--- config.mk ---
export PLATFORM = sky130hd
export DESIGN_NAME = varint_frame_deframer_top_flat
export DESIGN_NICKNAME = d
export VERILOG_FILES = /design/src/design/vfd_pkg.sv /design/src/design/vfd_in_if.sv /design/src/design/vfd_out_if.sv /design/src/design/vfd_apb_regs.sv /design/src/design/vfd_parser.sv /design/src/design/varint_frame_deframer_top.sv /design/src/flat_wrapper.sv
export VERILOG_INCLUDE_DIRS = /design/src /design/src/design
export SDC_FILE = /design/constraint.sdc
export NUM_CORES = 1
export LEC_CHECK = 0
export BUFFER_PORTS_ARGS = -buffer_cell sky130_fd_sc_hd__buf_2
export CORE_MARGIN = 2
export CORE_UTILIZATION = 62
export DETAILED_ROUTE_END_ITERATION = 6
export PLACE_DENSITY = 0.86
export SETUP_SLACK_MARGIN = 0.05
export SLEW_MARGIN = 20
export SYNTH_ARGS = -nofsm -noshare
export SYNTH_HDL_FRONTEND = slang
export SYNTH_HIERARCHICAL = 1
export SYNTH_SLANG_ARGS = --single-unit
--- constraint.sdc ---
create_clock -name clk -period 9.6 [get_ports clk]
set_input_delay 0.96 -clock clk [delete_from_list [all_inputs] [get_ports clk]]
set_output_delay 0.96 -clock clk [all_outputs]
set_load 0.1 [all_outputs]
--- src/design/assert_macros.svh ---
// ----------------------------------------------------------------------------
// Assertion macros
// Shared concurrent assertion forms for the varint frame deframer.
// ----------------------------------------------------------------------------
`ifndef ASSERT_MACROS_SVH
`define ASSERT_MACROS_SVH
`ifndef SYNTHESIS
`define VFD_ASSERT_IMP(lbl, clk, rst, ante, cons, msg) \
  lbl: assert property (@(posedge clk) disable iff (rst) (ante) |-> (cons)) else $error(msg);
`define VFD_ASSERT_NXT(lbl, clk, rst, ante, cons, msg) \
  lbl: assert property (@(posedge clk) disable iff (rst) (ante) |=> (cons)) else $error(msg);
`else
`define VFD_ASSERT_IMP(lbl, clk, rst, ante, cons, msg)
`define VFD_ASSERT_NXT(lbl, clk, rst, ante, cons, msg)
`endif
`endif

--- src/design/vfd_pkg.sv ---
// ----------------------------------------------------------------------------
// Varint frame deframer package
// Shared types and constants for the deframer modules.
// ----------------------------------------------------------------------------
package vfd_pkg;

  localparam int unsigned ADDR_W = 3;
  localparam int unsigned DATA_W = 32;
  localparam logic [ADDR_W-3:0] REG_MAX_PAYLOAD = '0;
  localparam logic [15:0] MAX_PAYLOAD_RST = 16'd512;

  localparam logic [7:0] PREAMBLE_PLAIN = 8'h00;
  localparam logic [7:0] PREAMBLE_CRYPT = 8'h01;
  localparam logic [3:0] VARINT_LAST_IDX = 4'd9;
  localparam logic [6:0] VARINT_SHIFT_LIM = 7'd64;

  typedef enum logic [1:0] {
    PH_WAIT = 2'd0,
    PH_LEN  = 2'd1,
    PH_TYPE = 2'd2,
    PH_DATA = 2'd3
  } phase_t;

  typedef enum logic [2:0] {
    EV_HDR_BYTE = 3'd0,
    EV_HDR_DONE = 3'd1,
    EV_PAYLOAD  = 3'd2,
    EV_MARKER   = 3'd3,
    EV_ERROR    = 3'd4
  } event_t;

  typedef struct packed {
    event_t      event_res;
    logic [31:0] msg_kind;
    logic [15:0] body_len;
    logic [7:0]  data_byte;
    logic        frame_last;
  } res_t;

endpackage

--- src/design/vfd_in_if.sv ---
// ----------------------------------------------------------------------------
// Byte stream channel
// Valid/ready channel that carries one received byte per item.
// ----------------------------------------------------------------------------
interface vfd_in_if;
  logic       valid;
  logic       ready;
  logic [7:0] in_byte;

  modport source (output valid, output in_byte, input ready);
  modport sink (input valid, input in_byte, output ready);
endinterface

--- src/design/vfd_out_if.sv ---
// ----------------------------------------------------------------------------
// Deframer result channel
// Valid/ready channel that carries one parse event per item.
// ----------------------------------------------------------------------------
interface vfd_out_if;
  logic        valid;
  logic        ready;
  logic [2:0]  event_res;
  logic [31:0] msg_kind;
  logic [15:0] body_len;
  logic [7:0]  data_byte;
  logic        frame_last;

  modport source (output valid, output event_res, output msg_kind, output body_len,
                  output data_byte, output frame_last, input ready);
  modport sink (input valid, input event_res, input msg_kind, input body_len,
                input data_byte, input frame_last, output ready);
endinterface

--- src/design/vfd_apb_regs.sv ---
// ----------------------------------------------------------------------------
// Deframer configuration registers
// APB-style register port holding the maximum payload length.
// ----------------------------------------------------------------------------
module vfd_apb_regs (
  input  logic                        clk,
  input  logic                        rst,
  input  logic                        psel,
  input  logic                        penable,
  input  logic                        pwrite,
  input  logic [vfd_pkg::ADDR_W-1:0]  paddr,
  input  logic [vfd_pkg::DATA_W-1:0]  pwdata,
  output logic [vfd_pkg::DATA_W-1:0]  prdata,
  output logic                        pready,
  output logic [15:0]                 max_payload
);

  logic                       hit;

  assign pready = 1'b1;
  assign hit    = (paddr[vfd_pkg::ADDR_W-1:2] == vfd_pkg::REG_MAX_PAYLOAD);

  always_ff @(posedge clk) begin
    if (rst) begin
      max_payload <= vfd_pkg::MAX_PAYLOAD_RST;
    end else if (psel && penable && pwrite && pready && hit) begin
      max_payload <= pwdata[15:0];
    end
  end

  always_comb begin
    prdata = '0;
    if (hit) begin
      prdata = {{(vfd_pkg::DATA_W-16){1'b0}}, max_payload};
    end
  end

endmodule

--- src/design/vfd_parser.sv ---
// ----------------------------------------------------------------------------
// Deframer parser
// Frame state machine and varint assembly, one byte per advance.
// ----------------------------------------------------------------------------
module vfd_parser (
  input  logic               clk,
  input  logic               rst,
  input  logic               adv,
  input  logic [7:0]         in_byte,
  input  logic [15:0]        max_payload,
  output vfd_pkg::res_t      res
);

  vfd_pkg::phase_t phase, phase_next;
  logic [31:0] acc, acc_next;
  logic        acc_hi, acc_hi_next;
  logic [3:0]  cnt, cnt_next;
  logic [15:0] len16, len16_next;
  logic        len_big, len_big_next;
  logic [15:0] left, left_next;
  logic [31:0] ftype, ftype_next;

  logic [6:0]  sh;
  logic [63:0] contrib;
  logic [31:0] acc_or;
  logic        hi_or;
  logic        more;
  logic        overlong;
  logic        too_long;

  assign sh       = 7'({cnt, 3'b000}) - 7'(cnt);
  assign contrib  = (sh < vfd_pkg::VARINT_SHIFT_LIM) ? (64'(in_byte[6:0]) << sh[5:0]) : '0;
  assign acc_or   = acc | contrib[31:0];
  assign hi_or    = acc_hi | (|contrib[63:16]);
  assign more     = in_byte[7];
  assign overlong = more && (cnt == vfd_pkg::VARINT_LAST_IDX);
  assign too_long = len_big || (len16 > max_payload);

  always_comb begin
    phase_next   = phase;
    acc_next     = acc;
    acc_hi_next  = acc_hi;
    cnt_next     = cnt;
    len16_next   = len16;
    len_big_next = len_big;
    left_next    = left;
    ftype_next   = ftype;
    case (phase)
      vfd_pkg::PH_WAIT: begin
        if (in_byte == vfd_pkg::PREAMBLE_PLAIN) begin
          phase_next  = vfd_pkg::PH_LEN;
          acc_next    = '0;
          acc_hi_next = 1'b0;
          cnt_next    = '0;
        end
      end
      vfd_pkg::PH_LEN: begin
        acc_next    = acc_or;
        acc_hi_next = hi_or;
        if (overlong) begin
          phase_next = vfd_pkg::PH_WAIT;
        end else if (!more) begin
          len16_next   = acc_or[15:0];
          len_big_next = hi_or;
          acc_next     = '0;
          acc_hi_next  = 1'b0;
          cnt_next     = '0;
          phase_next   = vfd_pkg::PH_TYPE;
        end else begin
          cnt_next = cnt + 4'd1;
        end
      end
      vfd_pkg::PH_TYPE: begin
        acc_next    = acc_or;
        acc_hi_next = hi_or;
        if (overlong || (!more && too_long)) begin
          phase_next = vfd_pkg::PH_WAIT;
        end else if (more) begin
          cnt_next = cnt + 4'd1;
        end else begin
          ftype_next = acc_or;
          left_next  = len16;
          phase_next = (len16 == '0) ? vfd_pkg::PH_WAIT : vfd_pkg::PH_DATA;
        end
      end
      vfd_pkg::PH_DATA: begin
        left_next = left - 16'd1;
        if (left == 16'd1) begin
          phase_next = vfd_pkg::PH_WAIT;
        end
      end
      default: begin
        phase_next = vfd_pkg::PH_WAIT;
      end
    endcase
  end

  always_comb begin
    res = '0;
    res.event_res = vfd_pkg::EV_HDR_BYTE;
    case (phase)
      vfd_pkg::PH_WAIT: begin
        if (in_byte == vfd_pkg::PREAMBLE_CRYPT) begin
          res.event_res = vfd_pkg::EV_MARKER;
        end else if (in_byte != vfd_pkg::PREAMBLE_PLAIN) begin
          res.event_res = vfd_pkg::EV_ERROR;
        end
      end
      vfd_pkg::PH_LEN: begin
        if (overlong) begin
          res.event_res = vfd_pkg::EV_ERROR;
        end
      end
      vfd_pkg::PH_TYPE: begin
        if (overlong || (!more && too_long)) begin
          res.event_res = vfd_pkg::EV_ERROR;
        end else if (!more) begin
          res.event_res  = vfd_pkg::EV_HDR_DONE;
          res.msg_kind   = acc_or;
          res.body_len   = len16;
          res.frame_last = (len16 == '0);
        end
      end
      vfd_pkg::PH_DATA: begin
        res.event_res  = vfd_pkg::EV_PAYLOAD;
        res.msg_kind   = ftype;
        res.body_len   = len16;
        res.data_byte  = in_byte;
        res.frame_last = (left == 16'd1);
      end
      default: begin
        res.event_res = vfd_pkg::EV_ERROR;
      end
    endcase
  end

  always_ff @(posedge clk) begin
    if (rst) begin
      phase   <= vfd_pkg::PH_WAIT;
      acc     <= '0;
      acc_hi  <= 1'b0;
      cnt     <= '0;
      len16   <= '0;
      len_big <= 1'b0;
      left    <= '0;
      ftype   <= '0;
    end else if (adv) begin
      phase   <= phase_next;
      acc     <= acc_next;
      acc_hi  <= acc_hi_next;
      cnt     <= cnt_next;
      len16   <= len16_next;
      len_big <= len_big_next;
      left    <= left_next;
      ftype   <= ftype_next;
    end
  end

endmodule

--- src/design/varint_frame_deframer_top.sv ---
// ----------------------------------------------------------------------------
// Varint frame deframer
// Splits a received byte stream into frames and reports one event per byte.
// ----------------------------------------------------------------------------
// The block takes one byte per clock cycle unless the result side stalls,
// and returns exactly one event for each byte, in order. A byte passes
// through an input register and the frame parser into a result register,
// from which its event is presented. Both registers advance whenever the
// result register is empty or its item is being taken, so the stream runs
// at one item per cycle unless the result side stalls. The maximum payload
// length should be written only while no items are in flight.
`include "assert_macros.svh"

module varint_frame_deframer_top (
  input  logic                        clk,
  input  logic                        rst,
  vfd_in_if.sink                      stream,
  vfd_out_if.source                   result,
  input  logic                        psel,
  input  logic                        penable,
  input  logic                        pwrite,
  input  logic [vfd_pkg::ADDR_W-1:0]  paddr,
  input  logic [vfd_pkg::DATA_W-1:0]  pwdata,
  output logic [vfd_pkg::DATA_W-1:0]  prdata,
  output logic                        pready
);

  logic          stage_valid;
  logic [7:0]    stage_byte;
  logic          out_valid;
  vfd_pkg::res_t out_res;
  vfd_pkg::res_t res;
  logic [15:0]   max_payload;
  logic          out_take;
  logic          move;

  vfd_apb_regs u_regs (
    .clk         (clk),
    .rst         (rst),
    .psel        (psel),
    .penable     (penable),
    .pwrite      (pwrite),
    .paddr       (paddr),
    .pwdata      (pwdata),
    .prdata      (prdata),
    .pready      (pready),
    .max_payload (max_payload)
  );

  vfd_parser u_parser (
    .clk         (clk),
    .rst         (rst),
    .adv         (move),
    .in_byte     (stage_byte),
    .max_payload (max_payload),
    .res         (res)
  );

  assign out_take     = !out_valid || result.ready;
  assign move         = stage_valid && out_take;
  assign stream.ready = !stage_valid || move;

  always_ff @(posedge clk) begin
    if (rst) begin
      stage_valid <= 1'b0;
    end else if (stream.ready) begin
      stage_valid <= stream.valid;
    end
  end

  always_ff @(posedge clk) begin
    if (stream.valid && stream.ready) begin
      stage_byte <= stream.in_byte;
    end
  end

  always_ff @(posedge clk) begin
    if (rst) begin
      out_valid <= 1'b0;
    end else if (out_take) begin
      out_valid <= move;
    end
  end

  always_ff @(posedge clk) begin
    if (move) begin
      out_res <= res;
    end
  end

  assign result.valid      = out_valid;
  assign result.event_res  = out_res.event_res;
  assign result.msg_kind   = out_res.msg_kind;
  assign result.body_len   = out_res.body_len;
  assign result.data_byte  = out_res.data_byte;
  assign result.frame_last = out_res.frame_last;

  `VFD_ASSERT_NXT(a_move_fills, clk, rst, move, out_valid, "Parsed item did not reach result")
  `VFD_ASSERT_IMP(a_err_zero, clk, rst, out_valid && (out_res.event_res == vfd_pkg::EV_ERROR), (out_res.msg_kind == '0) && (out_res.body_len == '0) && (out_res.data_byte == '0) && !out_res.frame_last, "Error item carries data")
  `VFD_ASSERT_IMP(a_last_kind, clk, rst, out_valid && out_res.frame_last, (out_res.event_res == vfd_pkg::EV_HDR_DONE) || (out_res.event_res == vfd_pkg::EV_PAYLOAD), "Frame end on wrong event")
  `VFD_ASSERT_IMP(a_body_len, clk, rst, out_valid && (out_res.event_res == vfd_pkg::EV_PAYLOAD), out_res.body_len != '0, "Payload byte in empty frame")

endmodule
--- src/flat_wrapper.sv ---
// flat-port wrapper written by rule: the top's interface ports become plain ports
module varint_frame_deframer_top_flat 
  (clk, rst, psel, penable, pwrite, paddr, pwdata, prdata, pready, stream_valid, stream_in_byte, stream_ready, result_valid, result_event_res, result_msg_kind, result_body_len, result_data_byte, result_frame_last, result_ready);
  vfd_in_if stream_i ();
  vfd_out_if result_i ();
  input  logic clk;
  input  logic rst;
  input  logic psel;
  input  logic penable;
  input  logic pwrite;
  input  logic [vfd_pkg::ADDR_W-1:0] paddr;
  input  logic [vfd_pkg::DATA_W-1:0] pwdata;
  output logic [vfd_pkg::DATA_W-1:0] prdata;
  output logic pready;
  input wire logic [$bits(stream_i.valid)-1:0] stream_valid;
  input wire logic [$bits(stream_i.in_byte)-1:0] stream_in_byte;
  output wire logic [$bits(stream_i.ready)-1:0] stream_ready;
  output wire logic [$bits(result_i.valid)-1:0] result_valid;
  output wire logic [$bits(result_i.event_res)-1:0] result_event_res;
  output wire logic [$bits(result_i.msg_kind)-1:0] result_msg_kind;
  output wire logic [$bits(result_i.body_len)-1:0] result_body_len;
  output wire logic [$bits(result_i.data_byte)-1:0] result_data_byte;
  output wire logic [$bits(result_i.frame_last)-1:0] result_frame_last;
  input wire logic [$bits(result_i.ready)-1:0] result_ready;
  assign stream_i.valid = stream_valid;
  assign stream_i.in_byte = stream_in_byte;
  assign stream_ready = stream_i.ready;
  assign result_valid = result_i.valid;
  assign result_event_res = result_i.event_res;
  assign result_msg_kind = result_i.msg_kind;
  assign result_body_len = result_i.body_len;
  assign result_data_byte = result_i.data_byte;
  assign result_frame_last = result_i.frame_last;
  assign result_i.ready = result_ready;
  varint_frame_deframer_top u_core (.clk(clk), .rst(rst), .stream(stream_i), .result(result_i), .psel(psel), .penable(penable), .pwrite(pwrite), .paddr(paddr), .pwdata(pwdata), .prdata(prdata), .pready(pready));
endmodule
==> flow_summary.ini <==
[status]
status = finished clean

[worst_hold_path]
hold_class = flop to flop

[clocking]
cts_htree_levels = 4
cts_buffer_depth = 2
cts_resized = 0
cts_sinks = 190
clk_latency_ns = 0.43
numCtsBuffers = 17
cts_setup_buffers = 0
cts.clk_slew.worst_paths_ns = 0.06
cts_hold_buf = 0
root_buffer = clkbuf_16
cts_tree = built

[timing]
fin_worst_skew_ns = 0.00760
fmax_mhz = 250
drv_slew = 0
rsz0062_at_grt = no
fin_crit_ns = 4.00
slew_headroom = 0.293
worst_pin_slew_ns = 1.06
hold_viol = 0
fin_tns_setup_ns = 0
period_share = 0.416
setup_viol = 0

[yosys]
avgSynthCellArea_sq_um = 9.12
yosysWarnings = 6
seq_area_frac_synth = 0.472
yosysUniqueCellTypes = 72
ys_seq_elements = 190
ys.flop_type = dfxtp_1
synth_top_area_share = 0.257
syn-cell-area_sq_mm = 0.00949
ys_top_cells_by_area = dfxtp_1 26%, edfxtp_1 22%, a21oi_1 5.1%
netlist_instances = 1041
synth_edf_count = 68
async_reset_ff_frac = 0
yosys.area.top_type = dfxtp_1

[placement]
io_buffers = 109
gp_routability_congestion = 0.924
dp_hpwl_microns = 14700

[final_layout]
final_cell_mix = 122 x dfxtp_1, 112 x nor2_1, 108 x buf_2
antennaDiodeCount = 0
utilization = 0.702
mostFrequentLayoutCell = dfxtp_1
fin_nets = 1186
area_delta_synth_final_pct = 11.5
drive_above_1_share = 0.162

[detailed_routing]
drc = 0
dr_total_vias = 8002
ant_nets = 0
firstDrtPassIters = 5
drtIter0Drc = 736
viasPerCell = 6.11
drt_wl_total_microns = 22200
routedWlPerCell_microns = 16.9

[floorplan]
die-height_microns = 128
fp.dieW_microns = 128
start_util = 0.629
ioPinCount = 145
core_area_sq_mm = 0.0151
dieArea_sq_mm = 0.0163
std_cell_rows = 45

[setup_path]
cp_cell_sequence = inv_1 -> ha_1 -> mux2_2 -> a21oi_1 -> nand2_1 -> a311o_1 -> o21ai_0 -> nand2_1 -> nor4b_2 -> nor3_1
crit_top_cell = nand2_1
cp_slowest_stage_delay_ns = 0.82
startpoint_type = flop
cp-end-kind = flop
worstPathArrival_ns = 4.27
critical_path_class = flop to flop
cp_max_fo = 22
crit_required_ns = 9.88
critPathSlowestCell = ha_1

[grt]
grt_antenna_before_repair = 0
grt_pass1_vias = 7312
gr-total-overflow = 0
grt_usage = 0.276
grt_max_degree = 84
grt_first_pass_wirelength_microns = 36200

[pwr]
power.density_mw_per_mm2 = 162
vdd_drop_max_v = 0.000117
leakagePower_nw = 3.84

[run]
maxCapViolCount = 0
[cells in the mapped netlist, drive strengths merged, types with 4 or more instances]
library cell and n:
nor2 115, or3 7, inv 30, and3 5
mux2 10, edfxtp 68, nand4b 4, o22ai 7
mux2i 22, ha 27, dfxtp 122, nand2b 34
a21o 6, nand3b 6, and2 16, o211ai 4
a21oi 97, nand3 16, o21a 5, a31oi 12
nand2 78, nor2b 33, nor4 10, a211oi 56
nor3 39, buf 23, o21ai 61, o31ai 4
and2b 6, clkbuf 60, nand4 5
[registers in the layout, indices dropped and copies added (netlist names), 2 cells and up]
name	cells
u_core/u_parser/phase	2
u_core/u_parser/cnt	4
u_core/result.data_byte	8
u_core/result.msg_kind	32
u_core/u_regs/max_payload	16
u_core/u_parser/acc	32
u_core/result.event_res	3
u_core/stage_byte	8
u_core/u_parser/len16	16
u_core/u_parser/ftype	32
u_core/u_parser/left	16
u_core/result.body_len	16
[cell type report]
cell class / count / area, sq um
Inverter: 30 / 113
Multi-Input combinational cell: 753 / 4560
Sequential cell: 190 / 4480
Clock inverter: 9 / 96.3
Clock buffer: 23 / 490
Fill cell: 1138 / 4500
Timing Repair Buffer: 117 / 608
Tap cell: 188 / 235
[final timing paths]
kind,start,to,slack [ns],cells after the start
worst max-delay path,u_core/u_parser/cnt[1],u_core/u_parser/len_big,5.60,10
worst min register to register,u_core/u_parser/left[6],u_core/u_parser/left[6],0.48,2
worst min-delay path,u_core/u_parser/left[6],u_core/u_parser/left[6],0.48,2
worst max register to register,u_core/u_parser/cnt[1],u_core/u_parser/len_big,5.60,10
[power by group]
group	total, mW	internal (mW)	switching, mW	leakage, nW
Sequential	0.854	0.846	0.00800	1.64
Combinational	0.165	0.0251	0.140	1.92
Clock	0.693	0.394	0.300	0.288
[logic make-up after synthesis]
family,synth area share
AND/OR/NAND/NOR,0.209
AO/OA/AOI/OAI,0.183
flip-flops,0.472
buffers and inverters,0.0558
multiplexers,0.0398
adder cells (fa/ha/maj),0.0356
XOR/XNOR,0.00461
other,0.000791
[per-layer routing]
layer / global-route usage / share of wire / vias to the layer above
met5: 0 / 0 / -
met3: 0.0588 / 0.075 / 58
met4: 0.0995 / 0.024 / 0
met1: 0.367 / 0.43 / 3741
li1: - / - / 3853
met2: 0.449 / 0.48 / 350
[critical path, delay by kind of cell (launching register included)]
kind	cells	cell delay, ns
simple gates	4	0.64
flops	1	0.69
compound gates	3	1.05
buf+inv	1	0.17
fa+ha+maj	1	0.82
mux	1	0.47
[metrics by stage]
stage | hold WS [ns] | std cells | setup slack (ns) | power, mW | cell area [sq um]
after floorplan | 0.445 | 1056 | 6.15 | 1.01 | 9550
after global placement | 0.459 | 1278 | 5.76 | 1.03 | 9990
after detailed placement | 0.464 | 1278 | 5.70 | 1.04 | 9990
after CTS | 0.473 | 1310 | 5.68 | 1.72 | 10600
after global routing | 0.499 | 1310 | 5.31 | 1.77 | 10600
final | 0.479 | 1310 | 5.60 | 1.71 | 10600
Note: power is estimated with default switching activity, not from simulation.
